<file path="config.mk">
export PLATFORM = sky130hd
export DESIGN_NAME = kmc_lane
export DESIGN_NICKNAME = d
export VERILOG_FILES = /design/src/design/kmeans_clustering_top_defines.svh /design/src/design/kmc_pkg.sv /design/src/design/kmc_lane.sv
export SDC_FILE = /design/constraint.sdc
export NUM_CORES = 2
export LEC_CHECK = 0
export CAP_MARGIN = 10
export CORE_UTILIZATION = 40
export DETAILED_ROUTE_END_ITERATION = 6
export DONT_BUFFER_PORTS = 1
export PLACE_DENSITY = 0.51
export REMOVE_ABC_BUFFERS = 1
export SYNTH_ARGS = -nofsm -noshare
export SYNTH_HDL_FRONTEND = slang
export SYNTH_SLANG_ARGS = --single-unit
</file>
<file path="constraint.sdc">
create_clock -name clk -period 18.6 [get_ports clk]
set_input_delay 0.93 -clock clk [delete_from_list [all_inputs] [get_ports clk]]
set_output_delay 0.93 -clock clk [all_outputs]
set_load 0.005 [all_outputs]
</file>
<file path="src/design/kmeans_clustering_top_defines.svh">
// Assertion macros for the k-means clustering block.
// Depends on nothing; included by the top level.
`ifndef KMEANS_CLUSTERING_TOP_DEFINES_SVH
`define KMEANS_CLUSTERING_TOP_DEFINES_SVH

// same-cycle implication
`define KMC_ASSERT_NOW(lbl, clk, rst, ante, cons) \
  lbl: assert property (@(posedge clk) disable iff (rst) (ante) |-> (cons)) \
    else $error("assertion failed");

// next-cycle implication
`define KMC_ASSERT_NEXT(lbl, clk, rst, ante, cons) \
  lbl: assert property (@(posedge clk) disable iff (rst) (ante) |=> (cons)) \
    else $error("assertion failed");

`endif

</file>
<file path="src/design/kmc_pkg.sv">
// Shared constants, payload structs and helper types of the k-means block.
// Depends on nothing; used by the top level, the lane, the merge stage and the divider.
package kmc_pkg;

  localparam int COORD_W      = 16;
  localparam int MAX_DIMS     = 4;
  localparam int MAX_CLUSTERS = 8;
  localparam int MAX_POINTS   = 1024;
  localparam int IDX_W        = $clog2(MAX_CLUSTERS);
  localparam int KW           = IDX_W + 1;
  localparam int DIM_W        = $clog2(MAX_DIMS + 1);
  localparam int DIDX_W       = $clog2(MAX_DIMS);
  localparam int PADDR_W      = $clog2(MAX_POINTS);
  localparam int CNT_W        = PADDR_W + 1;
  localparam int ACC_W        = COORD_W + PADDR_W;
  localparam int DIFF_W       = COORD_W + 1;
  localparam int DIST_W       = 2 * DIFF_W + 2;
  localparam int PT_W         = COORD_W * MAX_DIMS;
  localparam int CFG_W        = 16;
  localparam int CFG_IDX_W    = 2;
  localparam int ITER_W       = 8;

  localparam logic [CFG_IDX_W-1:0] REG_NUM_CLUSTERS = 2'd0;
  localparam logic [CFG_IDX_W-1:0] REG_DIMS_IN_USE  = 2'd1;
  localparam logic [CFG_IDX_W-1:0] REG_TOLERANCE    = 2'd2;
  localparam logic [CFG_IDX_W-1:0] REG_MAX_ITER     = 2'd3;

  localparam logic FUNC_LOAD     = 1'b0;
  localparam logic FUNC_CLASSIFY = 1'b1;
  localparam logic KIND_CENTROID = 1'b0;
  localparam logic KIND_CLASS    = 1'b1;

  typedef logic signed [COORD_W-1:0] coord_t;
  typedef coord_t [MAX_DIMS-1:0] point_t;
  typedef logic [MAX_DIMS-1:0][ACC_W-1:0] acc_vec_t;

  typedef struct packed {
    logic   func;
    coord_t coord_0;
    coord_t coord_1;
    coord_t coord_2;
    coord_t coord_3;
    logic   last_point;
  } in_t;

  typedef struct packed {
    logic              result_kind;
    logic [IDX_W-1:0]  cluster_index;
    coord_t            cent_0;
    coord_t            cent_1;
    coord_t            cent_2;
    coord_t            cent_3;
    logic              converged;
    logic [ITER_W-1:0] iterations_run;
    logic              last_result;
  } out_t;

  typedef struct packed {
    logic clear;
    logic acc;
  } lane_ctl_t;

endpackage

</file>
<file path="src/design/kmc_lane.sv">
// One distance lane: pipelined squared distance to its centroid, plus the
// per-cluster coordinate sums and member count. Depends on kmc_pkg.
module kmc_lane (
  input  logic                     clk,
  input  logic                     rst,
  input  logic [kmc_pkg::DIM_W-1:0] dims,
  input  kmc_pkg::point_t          pt,
  input  kmc_pkg::point_t          cent,
  output logic [kmc_pkg::DIST_W-1:0] distance,
  input  kmc_pkg::lane_ctl_t       ctl,
  input  kmc_pkg::point_t          acc_pt,
  output kmc_pkg::acc_vec_t        sums,
  output logic [kmc_pkg::CNT_W-1:0] count
);

  logic signed [kmc_pkg::DIFF_W-1:0]   diff [kmc_pkg::MAX_DIMS];
  logic signed [2*kmc_pkg::DIFF_W-1:0] sq   [kmc_pkg::MAX_DIMS];
  logic [kmc_pkg::DIST_W-1:0]          distance_next;

  always_ff @(posedge clk) begin
    for (int j = 0; j < kmc_pkg::MAX_DIMS; j++) begin
      if (kmc_pkg::DIM_W'(j) < dims) begin
        diff[j] <= kmc_pkg::DIFF_W'($signed(pt[j])) - kmc_pkg::DIFF_W'($signed(cent[j]));
      end else begin
        diff[j] <= '0;
      end
      sq[j] <= diff[j] * diff[j];
    end
    distance <= distance_next;
  end

  always_comb begin
    distance_next = '0;
    for (int j = 0; j < kmc_pkg::MAX_DIMS; j++) begin
      distance_next = distance_next + kmc_pkg::DIST_W'($unsigned(sq[j]));
    end
  end

  always_ff @(posedge clk) begin
    if (rst || ctl.clear) begin
      sums  <= '0;
      count <= '0;
    end else if (ctl.acc) begin
      for (int j = 0; j < kmc_pkg::MAX_DIMS; j++) begin
        if (kmc_pkg::DIM_W'(j) < dims) begin
          sums[j] <= kmc_pkg::ACC_W'($signed(sums[j]) +
                     kmc_pkg::ACC_W'($signed(acc_pt[j])));
        end
      end
      count <= count + kmc_pkg::CNT_W'(1);
    end
  end

endmodule

</file>
Word-level counts from Yosys, hierarchy flattened
Memory sizes are Yosys's and may differ from the RTL's.
Index checks and enable logic that the tools add are counted.
{ "classes": {"n_bitwise": 4, "add_sub_neg": 12, "order_cmp": 4, "n_reduce_logical": 5, "n_mux": 16, "n_mul": 4} }
{ "ops": {"columns": ["cell", "n"], "rows": [
  ["17-bit by 17-bit multiplier with 34-bit output", 4],
  ["26-bit by 16-bit adder with 26-bit output", 4],
  ["17-bit 2-to-1 mux", 4],
  ["16-bit by 16-bit subtractor with 17-bit output", 4],
  ["35-bit by 34-bit adder with 36-bit output", 1],
  ["36-bit by 34-bit adder with 36-bit output", 1],
  ["34-bit by 34-bit adder with 35-bit output", 1],
  ["1-bit 2-to-1 mux", 12],
  ["11-bit by 1-bit adder with 11-bit output, second input constant", 1],
  ["2-bit AND reduction", 4],
  ["1-bit by 3-bit less-than comparator with 1-bit output, first input constant", 2],
  ["2-bit by 3-bit less-than comparator with 1-bit output, first input constant", 2],
  ["1-bit bitwise OR", 4],
  ["1-bit logical OR", 1]
]} }
{ "totals": {"ramBits": 204, "memories": 2, "word_cells": 53, "regBits": 151, "out_inout_bits": 151} }
{ "memory_table": {"columns": ["memory", "depth", "word_bits", "rd", "rd_ports_with_merged_regs", "wr", "line", "source"], "rows": [
  ["sq", 4, 34, 4, 0, 4, "kmc_lane.sv:17", "logic signed [2*kmc_pkg::DIFF_W-1:0] sq [kmc_pkg::MAX_DIMS];"],
  ["diff", 4, 17, 4, 0, 4, "kmc_lane.sv:16", "logic signed [kmc_pkg::DIFF_W-1:0] diff [kmc_pkg::MAX_DIMS];"]
]} }

Depth between registers and ports, before layout
{ "logic_depth": {"depth_word": 4, "ltp_mapped": 26, "depth_no_buf": 25} }

Worst setup path before layout
OpenSTA, ideal clock, no wires.
{ "synth_timing": {"kind": "register to register", "start": "mem diff[0][16] (netlist bit)", "end": "mem sq[0][33] (netlist bit)", "stages_incl_launch_ff": 24, "path_buffers": 2, "setup_ns": 0.072, "arrival_ns": 6.479, "period_less_slack_ns": 6.551, "slack_ns": 12.049, "required_time_ns": 18.528, "path_cell_list": "dfxtp_1 -> clkbuf_1 -> clkbuf_1 -> nand2_1 -> fa_1 -> inv_1 -> fa_1 -> fa_1 -> fa_1 -> fa_1 -> inv_1 -> fa_1 -> inv_1 -> ha_1 -> and3_1 -> o21ai_0 -> o22ai_1 -> or3_1 -> o221a_2 -> o41a_1 -> nand4_1 -> nand4_1 -> a21oi_1 -> xnor2_1"} }
{ "synth_rtl": {"columns": ["item", "line"], "rows": [
  ["from (decl)", "kmc_lane.sv:16"],
  ["to (decl)", "kmc_lane.sv:17"]
]} }

==> flow_summary.yaml <==
drt:
  vias_per_cell: 4.89
  num_vias: 40142
  drc: 6
  ant_nets: 0
  drt_first_pass_iters: 7
  routed_wl_um: 141000
  wire_per_inst_um: 17.2
  drtIter0Drc: 1606
outcome:
  violations: "DRC"
  status: "finished, violations left"
sta:
  fmax_ghz: 0.140
  rsz0062_at_grt: "no"
  fin_skew_ns: 0.0395
  worst_pin_slew_ns: 1.17
  finalHoldViolCount: 0
  period_minus_slack_ns: 7.12
  setup_viol_count_final: 0
  maxSlewViolCount: 0
  finalSetupTns_ns: 0
  post-route-period-util: 0.383
  maxSlewHeadroom: 0.221
clocking:
  cts_resized: 0
  cts_tree: "done"
  cts_max_level: 2
  cts.clk_slew.worst_paths_ns: 0.06
  cts_sinks: 351
  cts_root_buffer: "clkbuf_16"
  cts_buffers: 47
  hold_buffers: 0
  post_cts_buffers: 0
  clk_latency_ns: 0.65
  cts_max_path_buffers: 3
floorplan:
  num_rows: 139
  die_width_um: 383
  core_um2: 144000
  ioPinCount: 350
  die_area_um2: 147000
  die_y_um: 383
  start_util: 0.404
finish:
  fin_nets: 8145
  synthToLayoutAreaGrowth_pct: 6.70
  fill_cells: 14252
  drive_gt1_frac: 0.0291
synthesis:
  seq_area_frac_synth: 0.121
  synth-edff-count: 0
  synth_top_area_share: 0.391
  synth_area_um2: 58200
  synth-async-reset-ratio: 0
  synth_cell_types: 77
  avgSynthCellArea_um2: 9.23
  synthFlopType: "dfxtp_1"
  ys_ff_latch: 351
  yosys.area.top_type: "fa_1"
  postSynthCellCount: 6302
  synth_area_leaders: "fa_1 (39%), dfxtp_1 (12%), ha_1 (12%), inv_1 (9.6%), xnor2_1 (3.6%)"
  yosysWarnings: 0
global_routing:
  grt_pass1_vias: 43202
  grt.total_usage: 0.200
  grt_overflow: 0
  grt_max_degree: 58
  grt_first_pass_wirelength_um: 233000
  antenna_found_initial: 17
setup_path:
  cp-end-kind: "flip-flop"
  slowest_stage: "dfxtp_1"
  slowest_delay_ns: 0.93
  worst_setup_path_start_kind: "flip-flop"
  worstPathRequired_ns: 19.17
  critPathArrivalTime_ns: 7.69
  crit_type: "reg2reg"
  worst-path-max-fanout: 18
  path_cells: "and2_1 > fa_1 > fa_1 > fa_1 > fa_1 > fa_1 > inv_1 > fa_1 > inv_1 > ha_1 > and3_1 > o21ai_0 > o22ai_1 > or3_1 > o221a_2 > o41a_1 > nand4_1 > nand4_1 > a21oi_1 > xnor2_1"
  cpMostUsedCell: "fa_1"
place:
  io_buffers: 0
  place.gp.congestion: 0.844
  hpwl_um: 118000
flow_run:
  cap_viol_max_count: 0
hold_path:
  hp-class: "in2reg"
## stage by stage
step	utilization	worst slack, ns	hold slack (ns)	area, µm²	cells
3_5_place_dp	0.419	11.53	0.468	60300	8101
4_1_cts	0.431	11.49	0.359	62000	8189
3_3_place_gp	0.419	11.56	0.457	60300	8101
2_1_floorplan	-	12.11	0.432	57700	6163
6_report	0.431	11.48	0.422	62100	8202
5_1_grt	0.431	11.08	0.394	62100	8200
## state kept, by name, summed over array words and instances, names as in the netlist
name      count
sq          132
count        11
distance     36
diff         68
sums        104
## Yosys cell counts, types with 35 or more instances
cell / count
a211oi_1: 35
a21o_1: 118
a21oi_1: 307
and2_1: 233
clkbuf_1: 136
dfxtp_1: 351
fa_1: 1137
ha_1: 561
inv_1: 1485
nand2_1: 528
nand2b_1: 57
nand3_1: 68
nor2_1: 270
nor2b_1: 99
nor3_1: 60
o21ai_0: 157
xnor2_1: 236
xor2_1: 99
## cell type report
type	count	area, µm²	share of cell area
Multi-Input combinational cell	4324	45100	0.726
Sequential cell	351	7030	0.113
Inverter	1488	5590	0.0900
Tap cell	1903	2380	0.0384
Clock buffer	61	1340	0.0216
Clock inverter	27	373	0.00601
Timing Repair Buffer	36	274	0.00441
Antenna cell	12	30.0	0.000484
## worst max-delay path, delay by kind of cell, from the launching register on
kind | cells | cell delay [ns]
AOI/OAI and AO/OA | 5 | 1.03
adders and majority gates | 7 | 3.83
buffers and inverters | 2 | 0.09
and+or+nand+nor | 5 | 1.03
xor gates and xnor gates | 1 | 0.14
DFF | 1 | 0.93
## path summary, 6_finish.rpt
kind / start / to / slack, ns / depth (start not counted)
max reg2reg: diff[0][4] / sq[0][33] / 11.48 / 20
min reg2reg: sq[0][0] / distance[0] / 0.48 / 1
min: dims[2] / diff[3][14] / 0.42 / 2
max: diff[0][4] / sq[0][33] / 11.48 / 20
## cell usage in the layout (no fill, tap or decap), types with 12 or more instances in the layout
cell / netlist / layout
ha_1: 561 / 561
a211oi_1: 35 / 35
inv_1: 1485 / 1485
a21oi_1: 307 / 306
nand4_1: 18 / 18
fa_1: 1137 / 1137
and2_1: 233 / 233
diode_2: 0 / 12
xnor2_1: 236 / 236
nand2_1: 528 / 528
nor2_1: 270 / 269
or2_2: 20 / 19
nor2b_1: 99 / 99
dfxtp_1: 351 / 351
nand2b_1: 57 / 57
o211ai_1: 14 / 14
xor2_1: 99 / 99
clkbuf_16: 0 / 47
a31o_2: 24 / 24
nand3_1: 68 / 68
nor3_1: 60 / 59
and3_1: 24 / 24
or3_1: 18 / 18
o21ai_0: 157 / 156
a31oi_1: 27 / 27
buf_4: 0 / 35
o21bai_1: 29 / 29
a21o_1: 118 / 118
o21a_1: 24 / 24
## kinds of logic (layout without fill, tap and decap cells)
family                   count (synthesis)  count (layout)  synth area share
other                                    2              15          0.000129
multiplexers                             9               9           0.00157
adder cells (fa/ha/maj)               1698            1698             0.512
XOR/XNOR                               335             335            0.0504
AND/OR/NAND/NOR                       1440            1440             0.119
buffers and inverters                 1628            1612             0.105
AO/OA/AOI/OAI                          839             839            0.0912
flip-flops                             351             351             0.121
## metal layers
metal | vias to the layer above | global-route usage | wire length, µm
met5 | - | 0 | 31
met4 | 4 | 0.0411 | 2620
met3 | 119 | 0.0332 | 6420
met2 | 558 | 0.351 | 70700
met1 | 20178 | 0.259 | 61200
li1 | 19283 | - | -
Power is left out: the tool's default activity adds up to more than one toggle a clock period on the data nets, which glitch-free logic cannot reach.
