## src/design/kmeans_clustering_top_defines.svh

```systemverilog
// Assertion macros for the k-means clustering block.
// Depends on nothing; included by the top level.
`ifndef KMEANS_CLUSTERING_TOP_DEFINES_SVH
`define KMEANS_CLUSTERING_TOP_DEFINES_SVH

// same-cycle implication
`define KMC_ASSERT_NOW(lbl, clk, rst, ante, cons) \
  lbl: assert property (@(posedge clk) disable iff (rst) (ante) |-> (cons)) \
    else $error("assertion failed");

// next-cycle implication
`define KMC_ASSERT_NEXT(lbl, clk, rst, ante, cons) \
  lbl: assert property (@(posedge clk) disable iff (rst) (ante) |=> (cons)) \
    else $error("assertion failed");

`endif

```

## src/design/kmc_pkg.sv

```systemverilog
// Shared constants, payload structs and helper types of the k-means block.
// Depends on nothing; used by the top level, the lane, the merge stage and the divider.
package kmc_pkg;

  localparam int COORD_W      = 16;
  localparam int MAX_DIMS     = 4;
  localparam int MAX_CLUSTERS = 8;
  localparam int MAX_POINTS   = 1024;
  localparam int IDX_W        = $clog2(MAX_CLUSTERS);
  localparam int KW           = IDX_W + 1;
  localparam int DIM_W        = $clog2(MAX_DIMS + 1);
  localparam int DIDX_W       = $clog2(MAX_DIMS);
  localparam int PADDR_W      = $clog2(MAX_POINTS);
  localparam int CNT_W        = PADDR_W + 1;
  localparam int ACC_W        = COORD_W + PADDR_W;
  localparam int DIFF_W       = COORD_W + 1;
  localparam int DIST_W       = 2 * DIFF_W + 2;
  localparam int PT_W         = COORD_W * MAX_DIMS;
  localparam int CFG_W        = 16;
  localparam int CFG_IDX_W    = 2;
  localparam int ITER_W       = 8;

  localparam logic [CFG_IDX_W-1:0] REG_NUM_CLUSTERS = 2'd0;
  localparam logic [CFG_IDX_W-1:0] REG_DIMS_IN_USE  = 2'd1;
  localparam logic [CFG_IDX_W-1:0] REG_TOLERANCE    = 2'd2;
  localparam logic [CFG_IDX_W-1:0] REG_MAX_ITER     = 2'd3;

  localparam logic FUNC_LOAD     = 1'b0;
  localparam logic FUNC_CLASSIFY = 1'b1;
  localparam logic KIND_CENTROID = 1'b0;
  localparam logic KIND_CLASS    = 1'b1;

  typedef logic signed [COORD_W-1:0] coord_t;
  typedef coord_t [MAX_DIMS-1:0] point_t;
  typedef logic [MAX_DIMS-1:0][ACC_W-1:0] acc_vec_t;

  typedef struct packed {
    logic   func;
    coord_t coord_0;
    coord_t coord_1;
    coord_t coord_2;
    coord_t coord_3;
    logic   last_point;
  } in_t;

  typedef struct packed {
    logic              result_kind;
    logic [IDX_W-1:0]  cluster_index;
    coord_t            cent_0;
    coord_t            cent_1;
    coord_t            cent_2;
    coord_t            cent_3;
    logic              converged;
    logic [ITER_W-1:0] iterations_run;
    logic              last_result;
  } out_t;

  typedef struct packed {
    logic clear;
    logic acc;
  } lane_ctl_t;

endpackage

```

## src/design/kmc_merge.sv

```systemverilog
// Merging stage: registered argmin over the lane distances, lowest index
// wins ties. Depends on kmc_pkg.
module kmc_merge (
  input  logic                                          clk,
  input  logic                                          rst,
  input  logic                                          in_valid,
  input  logic [kmc_pkg::MAX_CLUSTERS-1:0]              en,
  input  logic [kmc_pkg::MAX_CLUSTERS-1:0][kmc_pkg::DIST_W-1:0] distance,
  output logic                                          valid,
  output logic [kmc_pkg::IDX_W-1:0]                     idx
);

  logic [kmc_pkg::DIST_W-1:0] nd [2*kmc_pkg::MAX_CLUSTERS];
  logic [kmc_pkg::IDX_W-1:0]  ni [2*kmc_pkg::MAX_CLUSTERS];
  logic                       ne [2*kmc_pkg::MAX_CLUSTERS];

  always_comb begin
    for (int n = 0; n < 2 * kmc_pkg::MAX_CLUSTERS; n++) begin
      nd[n] = '0;
      ni[n] = '0;
      ne[n] = 1'b0;
    end
    for (int i = 0; i < kmc_pkg::MAX_CLUSTERS; i++) begin
      nd[kmc_pkg::MAX_CLUSTERS + i] = distance[i];
      ni[kmc_pkg::MAX_CLUSTERS + i] = kmc_pkg::IDX_W'(i);
      ne[kmc_pkg::MAX_CLUSTERS + i] = en[i];
    end
    for (int n = kmc_pkg::MAX_CLUSTERS - 1; n >= 1; n--) begin
      if (ne[2*n+1] && (!ne[2*n] || nd[2*n+1] < nd[2*n])) begin
        nd[n] = nd[2*n+1];
        ni[n] = ni[2*n+1];
      end else begin
        nd[n] = nd[2*n];
        ni[n] = ni[2*n];
      end
      ne[n] = ne[2*n] | ne[2*n+1];
    end
  end

  always_ff @(posedge clk) begin
    if (rst) begin
      valid <= 1'b0;
    end else begin
      valid <= in_valid;
    end
    idx <= ni[1];
  end

endmodule

```

## config.mk

```make
export PLATFORM = sky130hd
export DESIGN_NAME = kmc_merge
export DESIGN_NICKNAME = d
export VERILOG_FILES = /design/src/design/kmeans_clustering_top_defines.svh /design/src/design/kmc_pkg.sv /design/src/design/kmc_merge.sv
export SDC_FILE = /design/constraint.sdc
export NUM_CORES = 1
export LEC_CHECK = 0
export ABC_AREA = 1
export ABC_CLOCK_PERIOD_IN_PS = 6080
export BUFFER_PORTS_ARGS = -buffer_cell sky130_fd_sc_hd__buf_2
export CAP_MARGIN = 20
export CORE_ASPECT_RATIO = 0.9
export CORE_UTILIZATION = 53
export CTS_CLUSTER_SIZE = 30
export DETAILED_ROUTE_END_ITERATION = 12
export GPL_ROUTABILITY_DRIVEN = 0
export GPL_TIMING_DRIVEN = 0
export PLACE_DENSITY_LB_ADDON = 0.25
export SKIP_CTS_REPAIR_TIMING = 1
export SLEW_MARGIN = 20
export SYNTH_ARGS = -nofsm -noshare
export SYNTH_HDL_FRONTEND = slang
export SYNTH_SLANG_ARGS = --single-unit
```

## constraint.sdc

```tcl
create_clock -name clk -period 6.08 [get_ports clk]
set_input_delay 0.304 -clock clk [delete_from_list [all_inputs] [get_ports clk]]
set_output_delay 0.304 -clock clk [all_outputs]
set_load 0.05 [all_outputs]
```

After elaboration in Yosys (flattened, before gate mapping)

Index checks and enable logic that the tools add are counted.

Order comparisons: 7
Muxes and demuxes: 13
Bitwise gates (word level): 6
Reduce and logical (&&, ||, !) cells: 21

Operator list:

| cell                | count |
|---|---|
| < comparator 36 bit | 7 |
| 2-to-1 mux 36 bit   | 6 |
| 2-to-1 mux 3 bit    | 3 |
| logical AND 1 bit   | 7 |
| logical NOT 1 bit   | 7 |
| logical OR 1 bit    | 7 |
| OR 1 bit            | 6 |
| 2-to-1 mux 1 bit    | 4 |

Register bits: 4
Output and inout port bits: 4

Longest topological paths before layout

Depth in word-level cells: 12
Mapped depth: 46
Depth with buffers taken out: 44

Worst setup path after synthesis

Ideal clock, no wire load.

Path type: in2reg
From: input port distance[251] in the netlist's numbering
To: register idx[1] in the netlist's numbering
Setup time: 0.113 ns
Arrival time: 5.026 ns
Data required time: 5.967 ns
Slack: 0.941 ns
Cell stages on the path: 42
Cell sequence: inv_1 > ha_1 > nand2_1 > nor2_1 > nand2_1 > nor2_1 > nand2_1 > a21oi_1 > nor2_1 > nand2_1 > nand2_2 > nand2_4 > clkbuf_1 > nor2_1 > a21oi_1 > ha_1 > a21oi_1 > nor2_1 > [... 6 more ...] > nand2_2 > nand2_1 > clkinv_1 > clkbuf_1 > o21ai_0 > ha_1 > nand2_1 > inv_1 > nand3_1 > nor3_1 > nor4b_1 > nand2_1 > nor4_1 > nand2_1 > nand2_1 > nand2_2 > nand3_1 > nand2_1

RTL lines:

| what                 | line            | text |
|---|---|---|
| from (decl)          | kmc_merge.sv:8  | `input logic [kmc_pkg::MAX_CLUSTERS-1:0][kmc_pkg::DIST_W-1:0] distance,` |
| to (signal assigned) | kmc_merge.sv:46 | `idx <= ni[1];` |
| to (decl)            | kmc_merge.sv:10 | `output logic [kmc_pkg::IDX_W-1:0] idx` |

==> results.md <==
- The run finished with clean final reports.
- The post-DP HPWL is around 24000 µm.
- The maximum vdd drop is roughly 0.000085 V.
- The kind of start point of the critical path is a primary input.
- Once routing completed, OpenROAD measured the worst setup slack at about 350 ps.
- The instance count of the mapped netlist is between 1000 and 1500.
- The cell total after placement is between 1500 and 2000.
- The layer flagged by global routing as most heavily used is met2.
- Dividing the final minimum period by the clock period gives 94.3%.
- Max-cap violations in this run came to 0.
- Counting stages on the worst path, the most repeated cell is sky130_fd_sc_hd__nand2_1.
- The critical path arrival is slightly below 6000 ps.
- The area growth from synthesis to layout is 32.2%.
- Global routing used between 30 and 40% of the available tracks across all layers.
- The worst slack at placement is -1070 ps.
- The critical path's largest stage delay is ~320 ps.
- The ratio of cells with drive above 1 in the final layout is roughly a quarter.
- The number of antenna violations at the first check in global routing is 3.
- The number of nets in the finished design is between 2000 and 2500.
- The post-synthesis sequential area ratio is less than 1%.
- The area share of and/or/nand/nor cells after synthesis is between 20% and 30%.
- The number of vias in the routed layout is approximately 11000.
- The synthesized netlist devotes between 30 and 40% of its cell area to adder and majority cells.
- After synthesis, the mean cell area works out to 5.73 µm².
- After synthesis, the netlist uses 31 different library cells.
- The die covers 0.0165 mm².
- STA classifies the critical path endpoint as a flop.
- The number of endpoints failing setup at the final stage is 0.
- The post-synthesis instance area is between 0.008 and 0.009 mm².
- The worst path in the final design needs a cycle of approximately 5700 ps, including I/O delays and setup.
- The pin count of the biggest net entering global routing is 11.
- The tightest min-delay check is of the primary input to flop type.
- In the routed design, unresolved DRC markers number 0.
- The region available for standard cell placement spans around 0.015 mm².
- The detailed-route wire length per cell is 14.4 µm.
- The total CTS buffers is 3.
- The power density over the cells is between 100 and 150 mW/mm².
- The total overflow left after global routing is 0.
- The post-synthesis register bit count is 4.
- Total power for the finished layout comes to about 1.5 mW.
- The root buffer cell chosen for the clock tree is sky130_fd_sc_hd__clkbuf_16.
- The design area is 0.0112 mm².
- The classification of the worst setup path is primary input to flop.
- For the final routed database, the setup TNS stands at 0 ps.
- The remaining number of nets flagged by the antenna check after routing is 0.
- The count of standard-cell rows is 43.
- The wire length of the first global-routing pass is roughly 43000 µm.
- The met3 routing resource usage after global routing is roughly 3.4%.
- The met1 capacity usage during global routing is about two fifths.
- The analysis attributes to cell leakage a power of ~6.7 nW.
- Summing the areas of all compound-gate instances in the mapped netlist gives a little under a quarter of the synthesized area.
- Yosys printed 0 warnings.
- The number of vias per cell is 5.48.
- Setup repair after global routing could not meet its margin everywhere.
- After synthesis, the largest family of logic cells by area is adder cells.
- No sink is reached through more buffers than the 2 on the longest clock path.
- The post-CTS clock slew at the launch and capture registers of the worst setup and hold paths is around 40 ps.
- For met2 alone, demand over resource in global routing was 57.8%.
- The post-synthesis xor/xnor area fraction is 0%.
- CTS built an H-tree with a depth of 1.
- At the worst endpoint, the required time is approximately 6200 ps.
- The detailed-route wire length is 29000 µm.
- The finished layout holds 2020 standard cells, fillers aside.
- The total count of max-transition violations in the final report is 0.
- For this design, the slowest cell found on the critical path is sky130_fd_sc_hd__ha_1.
- The transition time of the tightest slew-check pin is 429 ps.
- The peak fanout along the critical path is 10.
- The remaining max-slew budget at the tightest pin is between 70% and 80%.
- The maximum clock frequency is around 170 MHz.
- The violation count after the first detailed-route iteration is about 600.
- The final hold violation count was 0.
- The die is about 140 µm wide.
- The layout has ~1400 filler cells.
- The first TritonRoute pass finished after 5 iterations.
- The instance area after placement is just over 0.01 mm².
- The via count of the first global-routing pass was about 10000.
- The quantity of I/O buffers inserted on ports is around 300.
- The proportion of synthesized area in mux cells is 0%.
- The height of the chip is about 120 µm.
- The total I/O pin count is between 300 and 400.
- Synthesis produced a netlist with a net count of 2024.
- The tree built by TritonCTS fans out to 4 sinks.
- The initial utilization of the core area, before any placement, comes to approximately 55%.
- TritonCTS built the clock tree.
==> Yosys cell counts, drive strengths merged <==
| cell | instances | area [µm²] |
|---|---|---|
| nand2 | 422 | 1630 |
| ha | 245 | 3070 |
| inv | 216 | 811 |
| a21oi | 166 | 831 |
| o21ai | 163 | 816 |
| nor2 | 140 | 533 |
| clkbuf | 39 | 146 |
| nand3 | 16 | 80.1 |
| nand4 | 14 | 87.6 |
| a211oi | 10 | 75.1 |
| a21o | 7 | 52.6 |
| nor3 | 7 | 35.0 |
| o221ai | 6 | 52.6 |
| a21boi | 4 | 30.0 |
| dfxtp | 4 | 80.1 |
| o2111ai | 4 | 35.0 |
| buf | 3 | 12.5 |
| nor4 | 3 | 18.8 |
| a31oi | 2 | 12.5 |
| nand3b | 2 | 15.0 |
| nor4b | 2 | 17.5 |
| o21bai | 2 | 15.0 |
| clkinv | 1 | 3.75 |
| o211ai | 1 | 7.51 |
| o21a | 1 | 7.51 |
==> worst paths after layout <==
path,from,endpoint,slack [ps],depth (start not counted)
setup / recovery,distance[179],idx[1]$_DFF_P_,350,43
hold / removal,rst,valid$_SDFF_PP0_,220,2
==> report_power, final <==
| part | switching (mW) | total (mW) | internal (mW) |
|---|---|---|---|
| Combinational | 0.793 | 1.32 | 0.525 |
| Sequential | 0.00421 | 0.0411 | 0.0369 |
| Clock | 0.0236 | 0.108 | 0.0845 |
| Total | 0.821 | 1.47 | 0.646 |
==> through the flow <==
stage	utilization, %	hold WS, ps
2_1_floorplan	-	375
3_3_place_gp	66.1	459
3_5_place_dp	66.1	465
4_1_cts	66.6	222
5_1_grt	72.3	226
6_report	72.3	222
==> cell usage in the layout, fill, tap and decap left out, types with 3 or more instances in the layout <==
cell type                   instances
sky130_fd_sc_hd__ha_1             244
sky130_fd_sc_hd__nand2_2           13
sky130_fd_sc_hd__inv_2              3
sky130_fd_sc_hd__nand2_1          402
sky130_fd_sc_hd__nor2_1           123
sky130_fd_sc_hd__a21boi_1           4
sky130_fd_sc_hd__clkbuf_2           7
sky130_fd_sc_hd__a21oi_2           26
sky130_fd_sc_hd__a21oi_1          140
sky130_fd_sc_hd__o21ai_2            5
sky130_fd_sc_hd__a21o_1             7
sky130_fd_sc_hd__nand4_1           14
sky130_fd_sc_hd__clkbuf_4           6
sky130_fd_sc_hd__o221ai_1           5
sky130_fd_sc_hd__inv_1            213
sky130_fd_sc_hd__nor2_2            17
sky130_fd_sc_hd__dfxtp_1            4
sky130_fd_sc_hd__buf_6             10
sky130_fd_sc_hd__o21ai_1           11
sky130_fd_sc_hd__buf_4             31
sky130_fd_sc_hd__nand3_1           15
sky130_fd_sc_hd__nor3_4             4
sky130_fd_sc_hd__clkbuf_16          5
sky130_fd_sc_hd__o21ai_0          147
sky130_fd_sc_hd__nand2_4            8
sky130_fd_sc_hd__a211oi_1           8
sky130_fd_sc_hd__buf_2            306
sky130_fd_sc_hd__buf_8              7
==> final cells by class <==
| type | instances | area, µm² | area share (%) |
|---|---|---|---|
| sequential | 4 | 80.1 | 0.715 |
| antenna | 1 | 2.50 | 0.0223 |
| multi-input combinational | 1219 | 7810 | 69.7 |
| tap | 202 | 253 | 2.26 |
| timing repair buffer | 332 | 1780 | 15.9 |
| timing repair inverter | 1 | 5.00 | 0.0447 |
| inverter | 217 | 818 | 7.31 |
| clock buffer | 3 | 75.1 | 0.670 |
| buffer | 41 | 378 | 3.37 |
==> routing by layer <==
layer / up-vias / part of all wire (%) / wire (µm)
li1: 5605 / - / -
met1: 4894 / 42 / 12100
met2: 485 / 47 / 13800
met3: 79 / 7.7 / 2240
met4: 4 / 3.0 / 857
met5: - / 0.076 / 22
==> critical path, delay by kind of cell <==
family	cells	cell delay, ps
simple gates	21	1720
compound gates	11	1820
fa+ha+maj	3	920
buf+inv	8	1070
==> flip-flops by register name (all words and copies together), names as in the netlist <==
signal and flops:
idx 3, valid 1
==> cell families after synthesis <==
group,after synthesis
AND/OR/NAND/NOR,606
buffers and inverters,259
adder cells (fa/ha/maj),245
flip-flops,4
AO/OA/AOI/OAI,366
Power figures use the tool's default switching activity.
