===== src/design/kmeans_clustering_top_defines.svh =====
// Assertion macros for the k-means clustering block.
// Depends on nothing; included by the top level.
`ifndef KMEANS_CLUSTERING_TOP_DEFINES_SVH
`define KMEANS_CLUSTERING_TOP_DEFINES_SVH

// same-cycle implication
`define KMC_ASSERT_NOW(lbl, clk, rst, ante, cons) \
  lbl: assert property (@(posedge clk) disable iff (rst) (ante) |-> (cons)) \
    else $error("assertion failed");

// next-cycle implication
`define KMC_ASSERT_NEXT(lbl, clk, rst, ante, cons) \
  lbl: assert property (@(posedge clk) disable iff (rst) (ante) |=> (cons)) \
    else $error("assertion failed");

`endif


===== src/design/kmc_pkg.sv =====
// Shared constants, payload structs and helper types of the k-means block.
// Depends on nothing; used by the top level, the lane, the merge stage and the divider.
package kmc_pkg;

  localparam int COORD_W      = 16;
  localparam int MAX_DIMS     = 4;
  localparam int MAX_CLUSTERS = 8;
  localparam int MAX_POINTS   = 1024;
  localparam int IDX_W        = $clog2(MAX_CLUSTERS);
  localparam int KW           = IDX_W + 1;
  localparam int DIM_W        = $clog2(MAX_DIMS + 1);
  localparam int DIDX_W       = $clog2(MAX_DIMS);
  localparam int PADDR_W      = $clog2(MAX_POINTS);
  localparam int CNT_W        = PADDR_W + 1;
  localparam int ACC_W        = COORD_W + PADDR_W;
  localparam int DIFF_W       = COORD_W + 1;
  localparam int DIST_W       = 2 * DIFF_W + 2;
  localparam int PT_W         = COORD_W * MAX_DIMS;
  localparam int CFG_W        = 16;
  localparam int CFG_IDX_W    = 2;
  localparam int ITER_W       = 8;

  localparam logic [CFG_IDX_W-1:0] REG_NUM_CLUSTERS = 2'd0;
  localparam logic [CFG_IDX_W-1:0] REG_DIMS_IN_USE  = 2'd1;
  localparam logic [CFG_IDX_W-1:0] REG_TOLERANCE    = 2'd2;
  localparam logic [CFG_IDX_W-1:0] REG_MAX_ITER     = 2'd3;

  localparam logic FUNC_LOAD     = 1'b0;
  localparam logic FUNC_CLASSIFY = 1'b1;
  localparam logic KIND_CENTROID = 1'b0;
  localparam logic KIND_CLASS    = 1'b1;

  typedef logic signed [COORD_W-1:0] coord_t;
  typedef coord_t [MAX_DIMS-1:0] point_t;
  typedef logic [MAX_DIMS-1:0][ACC_W-1:0] acc_vec_t;

  typedef struct packed {
    logic   func;
    coord_t coord_0;
    coord_t coord_1;
    coord_t coord_2;
    coord_t coord_3;
    logic   last_point;
  } in_t;

  typedef struct packed {
    logic              result_kind;
    logic [IDX_W-1:0]  cluster_index;
    coord_t            cent_0;
    coord_t            cent_1;
    coord_t            cent_2;
    coord_t            cent_3;
    logic              converged;
    logic [ITER_W-1:0] iterations_run;
    logic              last_result;
  } out_t;

  typedef struct packed {
    logic clear;
    logic acc;
  } lane_ctl_t;

endpackage


===== src/design/kmc_div.sv =====
// Restoring divider, one quotient bit per cycle: signed sum by unsigned
// member count, truncating toward zero. Depends on kmc_pkg.
module kmc_div (
  input  logic                            clk,
  input  logic                            rst,
  input  logic                            start,
  input  logic signed [kmc_pkg::ACC_W-1:0] dividend,
  input  logic [kmc_pkg::CNT_W-1:0]       divisor,
  output logic                            done,
  output kmc_pkg::coord_t                 quot
);

  localparam int STEP_W = $clog2(kmc_pkg::ACC_W + 1);

  logic                        busy;
  logic                        neg;
  logic [STEP_W-1:0]           step;
  logic [kmc_pkg::CNT_W-1:0]   dvs;
  logic [kmc_pkg::CNT_W-1:0]   rem;
  logic [kmc_pkg::ACC_W-1:0]   q;
  logic [kmc_pkg::CNT_W:0]     rem_sh;
  logic                        qbit;
  logic [kmc_pkg::ACC_W-1:0]   q_next;

  assign rem_sh = {rem, q[kmc_pkg::ACC_W-1]};
  assign qbit   = rem_sh >= {1'b0, dvs};
  assign q_next = {q[kmc_pkg::ACC_W-2:0], qbit};

  always_ff @(posedge clk) begin
    if (rst) begin
      busy <= 1'b0;
      done <= 1'b0;
    end else begin
      done <= 1'b0;
      if (start) begin
        busy <= 1'b1;
        step <= '0;
        neg  <= dividend < 0;
        q    <= (dividend < 0) ? kmc_pkg::ACC_W'(-dividend) : kmc_pkg::ACC_W'(dividend);
        rem  <= '0;
        dvs  <= divisor;
      end else if (busy) begin
        rem  <= qbit ? kmc_pkg::CNT_W'(rem_sh - {1'b0, dvs}) : kmc_pkg::CNT_W'(rem_sh);
        q    <= q_next;
        step <= step + STEP_W'(1);
        if (step == STEP_W'(kmc_pkg::ACC_W - 1)) begin
          busy <= 1'b0;
          done <= 1'b1;
          quot <= neg ? kmc_pkg::COORD_W'(-q_next) : kmc_pkg::COORD_W'(q_next);
        end
      end
    end
  end

endmodule

===== config.mk =====
export PLATFORM = sky130hd
export DESIGN_NAME = kmc_div
export DESIGN_NICKNAME = d
export VERILOG_FILES = /design/src/design/kmeans_clustering_top_defines.svh /design/src/design/kmc_pkg.sv /design/src/design/kmc_div.sv
export SDC_FILE = /design/constraint.sdc
export NUM_CORES = 1
export LEC_CHECK = 0
export BUFFER_PORTS_ARGS = -buffer_cell sky130_fd_sc_hd__buf_2
export CAP_MARGIN = 20
export CORE_MARGIN = 10
export CORE_UTILIZATION = 45
export CTS_CLUSTER_DIAMETER = 100
export DETAILED_ROUTE_END_ITERATION = 8
export GPL_TIMING_DRIVEN = 0
export PLACE_DENSITY = 0.68
export SLEW_MARGIN = 20
export SYNTH_ARGS = -nofsm -noshare
export SYNTH_HDL_FRONTEND = slang
export SYNTH_SLANG_ARGS = --single-unit
export TNS_END_PERCENT = 100

===== constraint.sdc =====
create_clock -name clk -period 3.1 [get_ports clk]
set_clock_uncertainty 0.05 [all_clocks]
set_input_delay 0.31 -clock clk [delete_from_list [all_inputs] [get_ports clk]]
set_output_delay 0.31 -clock clk [all_outputs]
set_load 0.05 [all_outputs]

Word-level counts from Yosys, hierarchy flattened
Cells that the tools add are included.
{ "totals": {"ram_bits": 0, "mem_bits_ro": 0, "reg_bits": 72, "wordCells": 34, "output_inout_bits": 17, "inputBits": 40, "latch_bits": 0, "memories": 0} }
{ "op_classes": {"n_reduce_logical": 5, "shifts": 0, "n_mux": 11, "n_lt_le_gt_ge": 2, "n_eq_ne": 1, "multipliers": 0, "addsub": 4, "bitwise_logic": 3, "div": 0} }
{ "ops": {"columns": ["cell", "count"], "rows": [
  ["$mux W26", 3],
  ["$lt A26 B1 Y1 const B", 1],
  ["$neg A26 Y26", 1],
  ["$mux W11", 2],
  ["$mux W16", 1],
  ["$neg A16 Y16", 1],
  ["$ge A12 B11 Y1", 1],
  ["$sub A11 B11 Y11", 1],
  ["$add A5 B1 Y5 const B", 1],
  ["$eq A5 B5 Y1 const B", 1],
  ["$mux W5", 1],
  ["$mux W1", 4],
  ["$reduce_and A2 Y1", 2],
  ["$reduce_and A4 Y1", 1],
  ["$not A1 Y1", 3],
  ["$reduce_or A3 Y1", 1],
  ["$reduce_bool A2 Y1", 1]
]} }

Longest topological paths before layout
Gate-level depths: netlist of the first run.
{ "logic_depth": {"depth_word": 4, "depth_mapped": 15, "ltp_nobuf": 14} }

Worst setup path after synthesis of the first run
Ideal clock, no wire load.
{ "synth_path": {"path_type": "in2reg", "startpoint": "input start", "endpoint": "register q[0] in the netlist's numbering (enable)", "path_stages": 4, "setup_ps": 443, "n_path_buf": 2, "slack_ps": -104, "t_arrival_ps": 2711, "required_time_ps": 2607, "cell_sequence": "clkbuf_1 clkbuf_1 nor2_1 nor2_1"} }
{ "synth_via": {"elab_chain_len": 2} }
{ "synth_rtl": {"columns": ["element", "line_no", "rtl"], "rows": [
  ["start, declared", "kmc_div.sv:6", "input logic start,"],
  ["$reduce_bool A2 Y1 (no source line)", null, null],
  ["$reduce_and A2 Y1 (no source line)", null, null],
  ["end signal, assigned", "kmc_div.sv:39", "q <= (dividend < 0) ? kmc_pkg::ACC_W'(-dividend) : kmc_pkg::ACC_W'(dividend);"],
  ["end signal, assigned", "kmc_div.sv:44", "q <= q_next;"],
  ["end, declared", "kmc_div.sv:20", "logic [kmc_pkg::ACC_W-1:0] q;"]
]} }
No other way between the ends.
A chain may end at the register's enable or synchronous reset.

Worst setup path after layout of the first run
{ "layout_path": {"startpoint": "register rem[8] in the netlist's numbering", "endpoint": "register quot[14] (data pin)"} }
{ "layout_via": {"elab_chain_len": 3} }
{ "layout_rtl": {"columns": ["element", "line_no", "rtl"], "rows": [
  ["start, declared", "kmc_div.sv:19", "logic [kmc_pkg::CNT_W-1:0] rem;"],
  ["start signal, assigned", "kmc_div.sv:43", "rem <= qbit ? kmc_pkg::CNT_W'(rem_sh - {1'b0, dvs}) : kmc_pkg::CNT_W'(rem_sh);"],
  ["$ge A12 B11 Y1", "kmc_div.sv:26", "assign qbit = rem_sh >= {1'b0, dvs};"],
  ["via qbit", "kmc_div.sv:22", "logic qbit;"],
  ["$neg A16 Y16", "kmc_div.sv:49", "quot <= neg ? kmc_pkg::COORD_W'(-q_next) : kmc_pkg::COORD_W'(q_next);"],
  ["$mux W16", "kmc_div.sv:49", null],
  ["end signal, assigned", "kmc_div.sv:49", null],
  ["end, declared", "kmc_div.sv:10", "output kmc_pkg::coord_t quot"]
]} }
The timed path passes the listed nets, and every way through them passes these cells.

==> impl_metrics.toml, run 1 <==
[status]
status = "complete, no violations"

[grt]
grt_pass1_wl_um = 14600
grt_max_degree = 23
grt_overflow_total = 0
grt.total_usage = 0.136
antenna_found_initial = 0
grt_pass1_vias = 3038

[sta]
tightest_slew_ns = 0.732
rsz0062_at_grt = "false"
finalHoldViolations = 0
slew_headroom = 0.510
timing.fmax_mhz = 339
drv_slew = 0
min_period_over_period = 0.953
setup_violations = 0
min_period_ns = 2.95
holdWs_ns = 0.0778

[yosys]
yosys.area_share.simple = 0.128
synthAdderAreaFrac = 0.0513
ys_types = 42
synth_mux_area_frac = 0.0451
yosys_register_bits = 72
async_flop_share = 0
synth_compound_area_frac = 0.112
synth_top_family_by_area = "simple AND/OR/NAND/NOR gates"
ys.flop_type = "edfxtp_1"
synth_edf_count = 70
yosysTopAreaCell = "edfxtp_1"
synth_area_leaders = "edfxtp_1, xnor2_1, xor2_1"
syn-cell-area_um2 = 4050
synth.most_common_cell = "edfxtp_1"
syn_inst = 361
synth_xor_area_frac = 0.104
ys_seq_area_frac = 0.529
ys_warn_count = 0
synth_top_cells_by_count = "edfxtp_1, nor2_1, a21oi_1, xnor2_1, nand2_1"
synth_area_per_cell_um2 = 11.2
synth_top_area_frac = 0.519
syn-num-nets = 417

[routing]
route.detailed.drc = 0
num_vias = 2945
wirelength_um = 8920
wl_per_cell_um = 16.3
route.met2.wl_um = 4220
dr.first_iter.drc_count = 155
top_layer_used = "met4"
wl_met3_um = 528
via_per_inst = 5.39
wl_met1_um = 4010
antenna_left = 0
dr.pass1.iters = 4

[floorplanning]
fp.dieH_um = 115
die_x_um = 115
dieArea_um2 = 13200
core_area_um2 = 8720
start_util = 0.464
num_io_pins = 57
num_rows = 34

[power]
ir_drop_mv = 0.207
cellInternalPower_w = 0.00208
power.share.combinational = 0.182
clock_power_share = 0.389
switchingPower_w = 0.000705
sw_frac_of_total = 0.253
power.density_nw_per_um2 = 569
p_seq_frac = 0.429
leakagePower_nw = 1.88

[worst_setup_path]
reg2reg_from = "rem[8]$_SDFFCE_PP0P_"
path_class = "reg2reg"
worstPathArrival_ns = 3.01
reg2reg_slack_ns = 0.15
setup.worst_path.start_class = "flip-flop"
cp.required_ns = 3.16
r2r-end = "quot[14]$_DFFE_PP_"
worstSetupEndpointType = "flip-flop"
reg2reg_depth = 10
worstPathMaxFanout = 4

[clocking]
numCtsBuffers = 9
clk_latency_ns = 0.36
clk_pin_slew_ns = 0.08
cts_buffer_depth = 2
cts_tree = "built"
clockRootBuffer = "clkbuf_8"
htreeDepth = 3
cts_sinks = 72
cts_hold_buffers = 0

[placement]
port_buffers = 55
place_inst = 527
place_area_um2 = 4510
gp_congestion = 0.853
dpl.hpwl_um = 6550

[worst_hold_path]
holdPathStages = 1
hp-class = "in2reg"
hold_end = "dvs[7]$_DFFE_PP_"
holdCritStartpoint = "divisor[7]"

[final_layout]
drive_gt1_frac = 0.244
final_cell_count_no_fill = 546
finalNetCount = 489
antenna_cells = 0
final_area_um2 = 4890
fillers = 739
area_growth_pct = 20.9

[job]
cap_violations = 0
-- power groups by stage --
stage	clock, W	sequential, W	combinational (W)
2_1_floorplan	0	0.00121	0.000339
3_3_place_gp	0	0.00122	0.000446
3_5_place_dp	0	0.00122	0.000467
4_1_cts	0.00109	0.00120	0.000493
5_1_grt	0.00113	0.00120	0.000566
6_report	0.00108	0.00120	0.000507
-- metrics by stage --
stage               worst slack, ns   util  TNS (ns)  power (W)
floorplan                    0.0471      -         0    0.00154
global placement             -0.626  0.511    -26.39    0.00166
detailed placement           -0.532  0.517     -4.79    0.00168
CTS                         0.00403  0.557         0    0.00278
global route               0.000969  0.561         0    0.00290
finish                        0.147  0.561         0    0.00279
-- sequential cells by signal, indices dropped and copies added (netlist names) --
register / cells
neg: 1
busy: 1
q: 26
quot: 16
dvs: 11
done: 1
rem: 11
step: 5
-- area by class of cell --
| class | count | area [µm²] | area share |
|---|---|---|---|
| Multi-Input combinational cell | 257 | 1860 | 0.380 |
| Tap cell | 108 | 135 | 0.0276 |
| Clock inverter | 7 | 168 | 0.0343 |
| Buffer | 12 | 53.8 | 0.0110 |
| Inverter | 20 | 75.1 | 0.0153 |
| Timing Repair Buffer | 61 | 335 | 0.0685 |
| Clock buffer | 9 | 124 | 0.0253 |
| Sequential cell | 72 | 2140 | 0.438 |
-- per-layer routing --
metal | up-vias | global-route usage
met5 | - | 0
li1 | 1455 | -
met4 | 0 | 0.0569
met2 | 73 | 0.214
met1 | 1402 | 0.174
met3 | 15 | 0.0349
-- placed cells by master (no fill, tap or decap), drive strengths merged, types with 8 or more instances in the layout --
cell type	n
o21ai	12
xnor2	25
buf	63
xor2	23
inv	20
nor2	42
nand2	24
a21oi	27
o31ai	8
mux2	10
edfxtp	70
clkbuf	19
ha	15
-- critical path, cell delays in order, from the launching register on --
cell and delay, ns:
edfxtp_1 0.41, ha_1 0.35, a2111oi_1 0.70, a21oi_4 0.12
buf_6 0.15, inv_1 0.04, ha_1 0.17, nand2_1 0.08
or2_4 0.26, o41ai_4 0.30, xnor2_1 0.09
-- kinds of logic after synthesis --
logic type	after synthesis
multiplexers	17
adder cells (fa/ha/maj)	16
XOR/XNOR	48
buffers and inverters	32
flip-flops	72
AO/OA/AOI/OAI	73
AND/OR/NAND/NOR	103
-- worst max-delay path by stage --
stage                         startpoint  slack, ns            endpoint
floorplan               dvs[0]$_DFFE_PP_       0.05  quot[12]$_DFFE_PP_
global placement                   start      -0.63  quot[15]$_DFFE_PP_
detailed placement      dvs[0]$_DFFE_PP_      -0.53  quot[14]$_DFFE_PP_
CTS                 rem[4]$_SDFFCE_PP0P_      0.004  quot[14]$_DFFE_PP_
global route            dvs[0]$_DFFE_PP_      0.001   quot[8]$_DFFE_PP_
finish              rem[8]$_SDFFCE_PP0P_       0.15  quot[14]$_DFFE_PP_
-- timing repair --
action	CTS	global route
resized for setup	9	6
buffers inserted	2	1
pin swaps	2	1
endpoints found under the setup margin	20	10
Power figures use the tool's default switching activity.
==> run 2, diff against run 1 <==
- BUFFER_PORTS_ARGS: -buffer_cell sky130_fd_sc_hd__buf_2 -> -buffer_cell sky130_fd_sc_hd__clkbuf_2
- CORE_UTILIZATION: 45 -> 35
- PLACE_DENSITY: 0.68 -> not set
==> run 2 against run 1 <==
  * Via count decreased by 0.71%
  * Global-route usage shrank 2.5 points
  * Utilization is 13 points lower
  * Sequential cell count did not move
  * Fmax is 1.7% higher
  * Register-to-register slack better by 0.05 ns
  * Critical path type unchanged
  * Hold slack gained 0.017 ns
  * Clock power is 4% lower
  * Count of clock-buffer cells in the layout did not move
  * Total power shrank 1.4%
==> impl_metrics.toml, run 2 (same netlist as run 1, synthesis figures left out) <==
[status]
status = "complete, no violations"

[floorplanning]
die_x_um = 128
core_area_um2 = 11400
dieArea_um2 = 16300
num_rows = 39
fp.dieH_um = 128
num_io_pins = 57
start_util = 0.356

[final_layout]
final_util = 0.435
drive_gt1_frac = 0.246
top_regs = "q x26, quot x16"
final_common_cell = "edfxtp_1"
finalNetCount = 490
regMostFlops = "q"
final_cell_mix = "edfxtp_1, clkbuf_2, nor2_1"
antenna_cells = 0
largest_reg_flops = 26
area_growth_pct = 22.3
final_cell_count_no_fill = 582

[power]
switchingPower_w = 0.000738
sw_frac_of_total = 0.269
clock_power_share = 0.379
leakagePower_nw = 1.89
ir_drop_mv = 0.278
cellInternalPower_w = 0.00201
p_seq_frac = 0.436
power.share.combinational = 0.185
power.density_nw_per_um2 = 555

[clocking]
clk_pin_slew_ns = 0.06
clockRootBuffer = "clkbuf_16"
cts_hold_buffers = 0
cts_sinks = 72
numCtsBuffers = 9
clk_latency_ns = 0.34
cts_buffer_depth = 2
cts_tree = "built"
htreeDepth = 3

[sta]
timing.fmax_mhz = 344
drv_slew = 0
finalHoldViolations = 0
slew_headroom = 0.502
min_period_ns = 2.90
tightest_slew_ns = 0.743
setup_violations = 0
min_period_over_period = 0.936
rsz0062_at_grt = "false"

[worst_setup_path]
setup.worst_path.start_class = "flip-flop"
worstPathArrival_ns = 2.94
startpoint = "q[25]$_DFFE_PP_"
worstPathMaxFanout = 4
path_class = "reg2reg"
reg2reg_from = "q[25]$_DFFE_PP_"
cp.required_ns = 3.14
worstSetupEndpointType = "flip-flop"
r2r-end = "quot[12]$_DFFE_PP_"
reg2reg_depth = 15
reg2reg_slack_ns = 0.20

[routing]
wl_per_cell_um = 15.6
dr.pass1.iters = 4
antenna_left = 0
route.detailed.drc = 0
via_per_inst = 5.02
num_vias = 2924
wirelength_um = 9060
dr.first_iter.drc_count = 152

[worst_hold_path]
hp-class = "in2reg"
hold_end = "dvs[3]$_DFFE_PP_"
holdCritStartpoint = "divisor[3]"
holdPathStages = 1

[grt]
grt_pass1_vias = 2892
antenna_found_initial = 0
grt_pass1_wl_um = 14500
grt_max_degree = 25
grt.total_usage = 0.111
grt_overflow_total = 0

[job]
cap_violations = 0

[placement]
place_inst = 562
gp_congestion = 0.829
port_buffers = 55
dpl.hpwl_um = 6640
[run 2: worst max path at each step]
stage                                    end  slack [ns]
after floorplan           quot[12]$_DFFE_PP_        0.05
after global placement    quot[15]$_DFFE_PP_       -0.66
after detailed placement  quot[14]$_DFFE_PP_       -0.54
after CTS                 quot[14]$_DFFE_PP_        0.05
after global routing      quot[12]$_DFFE_PP_        0.02
final                     quot[12]$_DFFE_PP_        0.20
[run 2: timing repair]
action | in CTS | in global routing
gates resized for setup | 9 | 7
buffers inserted | 2 | 2
endpoints found under the setup margin | 20 | 9
pin swaps | 2 | 1
[run 2: cell type report]
cell class                      count  area, µm²
Timing Repair Buffer               62        335
Tap cell                          143        179
Clock buffer                        9        225
Buffer                             12       53.8
Sequential cell                    72       2140
Multi-Input combinational cell    257       1870
Fill cell                        1097       6420
Inverter                           20       75.1
Clock inverter                      7       72.6
[run 2: metal layers]
metal | share of wire | global-route usage | vias up | routed length [µm]
li1 | - | - | 1466 | -
met1 | 0.46 | 0.138 | 1375 | 4130
met2 | 0.47 | 0.176 | 64 | 4260
met3 | 0.044 | 0.0269 | 19 | 400
met4 | 0.029 | 0.0563 | 0 | 266
met5 | 0 | 0 | - | 0
[run 2: stage by stage]
stage	instance area (µm²)	hold slack (ns)	total power, W	setup WS [ns]	TNS (ns)
after floorplan	4050	0.337	0.00154	0.0471	0
after global placement	4500	0.438	0.00167	-0.658	-28.95
after global routing	4950	0.0927	0.00287	0.0234	0
final	4950	0.0945	0.00275	0.197	0
after CTS	4900	0.0876	0.00275	0.0454	0
after detailed placement	4550	0.440	0.00168	-0.542	-4.85
[run 2: power by group through the flow]
| stage | sequential (W) | combinational [W] | clock (W) |
|---|---|---|---|
| after floorplan | 0.00121 | 0.000339 | 0 |
| after global placement | 0.00122 | 0.000450 | 0 |
| after CTS | 0.00120 | 0.000493 | 0.00106 |
| final | 0.00120 | 0.000507 | 0.00104 |
| after detailed placement | 0.00122 | 0.000461 | 0 |
| after global routing | 0.00121 | 0.000570 | 0.00109 |
[run 2: critical path: stages, from the launching register on]
cell,delay [ns]
edfxtp_1,0.35
inv_1,0.05
ha_1,0.20
fa_2,0.35
nand2b_1,0.17
a21oi_2,0.16
o21ai_1,0.09
a21o_1,0.21
a21oi_4,0.18
buf_6,0.11
inv_1,0.03
ha_1,0.20
nand2_1,0.08
or2_4,0.15
o21ai_0,0.11
xnor2_1,0.15
==> run 3, diff against run 2 <==
--- a/config.mk
+++ b/config.mk
@@ -6,4 +6,5 @@
 export NUM_CORES = 1
 export LEC_CHECK = 0
+export ABC_AREA = 0
 export BUFFER_PORTS_ARGS = -buffer_cell sky130_fd_sc_hd__clkbuf_2
 export CAP_MARGIN = 20
==> constraint.sdc (replaced) <==
create_clock -name clk -period 3.1 [get_ports clk]
set_clock_uncertainty 0.05 [all_clocks]
set_input_delay 0 -clock clk [delete_from_list [all_inputs] [get_ports clk]]
set_output_delay 0 -clock clk [all_outputs]
set_load 0.05 [all_outputs]
==> run 3 against run 2 <==
  * Fmax is 0.83% higher
  * Critical path depth is 1 lower
  * Sequential power hardly changed
  * Largest power group unchanged
  * Utilization is 1.1 points higher
  * Sequential cell count stayed put
  * Global-route usage is 0.15 points higher
  * First-iteration DRC count is 38% lower
  * Critical endpoint unchanged
==> impl_metrics.toml, run 3 (same netlist as run 1, synthesis figures left out) <==
[floorplanning]
fp.dieH_um = 128
dieArea_um2 = 16300
num_rows = 39
start_util = 0.356
num_io_pins = 57
die_x_um = 128
core_area_um2 = 11400

[sta]
timing.fmax_mhz = 347
rsz0062_at_grt = "false"
finalHoldViolations = 0
min_period_over_period = 0.929
drv_slew = 0
slew_headroom = 0.519
setup_violations = 0
tightest_slew_ns = 0.718
min_period_ns = 2.88
tns_ns = 0

[placement]
place_inst = 562
dpl.hpwl_um = 6620
port_buffers = 55
gp_congestion = 0.817
place_area_um2 = 4550

[clocking]
clk_pin_slew_ns = 0.06
clockRootBuffer = "clkbuf_16"
cts_tree = "built"
numCtsBuffers = 9
cts_sinks = 72
htreeDepth = 3
clk_latency_ns = 0.33
cts_buffer_depth = 2

[final_layout]
antenna_cells = 0
final_common_cell = "edfxtp_1"
drive_gt1_frac = 0.234
final_area_um2 = 5080
final_cell_count_no_fill = 596
finalNetCount = 504
final_cell_mix = "edfxtp_1, clkbuf_2, nor2_1"
top_regs = "q x26, quot x16"
regMostFlops = "q"
fillers = 1092
largest_reg_flops = 26
area_growth_pct = 25.4
final_util = 0.447

[worst_setup_path]
worstPathMaxFanout = 4
worstPathArrival_ns = 2.91
critPathMaxStageDelay_ns = 0.37
worstSetupEndpointType = "flip-flop"
cpMaxStageDelayCell = "edfxtp_1"
crit_path_cell_trace = "ha_1 > fa_2 > nand2b_1 > a21oi_2 > o21ai_1 > a21o_1 > a21oi_4 > buf_6 > inv_1 > ha_1 > nand2_1 > or2_4 > o21ai_0 > xnor2_1"
crit_top_cell = "ha_1"
crit_family = "adder cells"
crit_buf_inv = 2
cp.required_ns = 3.13
path_class = "reg2reg"
setup.worst_path.start_class = "flip-flop"

[job]
cap_violations = 0

[routing]
antenna_left = 0
route.detailed.drc = 0
dr.first_iter.drc_count = 95
dr.pass1.iters = 4
wirelength_um = 8980
wl_per_cell_um = 15.1
via_per_inst = 4.91
num_vias = 2925

[grt]
antenna_found_initial = 0
grt_pass1_vias = 2982
grt.total_usage = 0.113
grt_pass1_wl_um = 14700
grt_overflow_total = 0
grt_max_degree = 26

[power]
ir_drop_mv = 0.226
power.density_nw_per_um2 = 536
leakagePower_nw = 1.95
total_power_w = 0.00272

[status]
status = "complete, no violations"

[worst_hold_path]
hp-class = "in2reg"
run 3: metal layers:
| layer | wire length (µm) | global-route usage |
|---|---|---|
| met5 | 0 | 0 |
| met4 | 173 | 0.0589 |
| met3 | 317 | 0.0261 |
| met2 | 4220 | 0.180 |
| met1 | 4260 | 0.139 |
run 3: worst paths after layout:
check	start	endpoint	slack, ns	cells after the start
setup / recovery	dvs[0]$_DFFE_PP_	quot[12]$_DFFE_PP_	0.22	14
setup reg to reg	dvs[0]$_DFFE_PP_	quot[12]$_DFFE_PP_	0.22	14
hold / removal	dividend[11]	q[11]$_DFFE_PP_	0.04	3
hold reg to reg	busy$_SDFF_PP0_	done$_SDFF_PP0_	0.48	1
run 3: worst reg2reg max path: cells and delay by family, from the launching register on:
family / cells / cell delay (ns)
XOR/XNOR: 1 / 0.14
AO/OA/AOI/OAI: 5 / 0.73
AND/OR/NAND/NOR: 3 / 0.41
buffers and inverters: 2 / 0.14
adder cells (fa/ha/maj): 3 / 0.79
flip-flops: 1 / 0.37
run 3: report_power, final:
group | internal [W] | switching [W] | total (W)
Sequential | 0.00116 | 0.0000420 | 0.00120
Combinational | 0.000240 | 0.000279 | 0.000519
Clock | 0.000618 | 0.000385 | 0.00100
run 3: layout make-up:
cell class	instances	area [µm²]	share of cell area
Clock inverter	6	60.1	0.0118
Multi-Input combinational cell	257	1860	0.367
Sequential cell	72	2140	0.422
Buffer	12	53.8	0.0106
Clock buffer	10	229	0.0451
Tap cell	143	179	0.0352
Inverter	20	75.1	0.0148
Timing Repair Buffer	76	475	0.0936
run 3: timing repair:
action,4_1_cts,5_1_grt
endpoints found under the hold margin,14,0
setup endpoints to repair,19,7
pin swaps,2,2
resized for setup,9,6
setup buffers,2,2
hold buffers,14,0
run 3: per-stage QoR:
step | hold slack (ns) | setup WS, ns
detailed placement | 0.129 | -0.470
CTS | 0.0260 | 0.0498
finish | 0.0358 | 0.221
global placement | 0.128 | -1.13
floorplan | 0.0273 | 0.0471
global route | 0.0523 | 0.0275
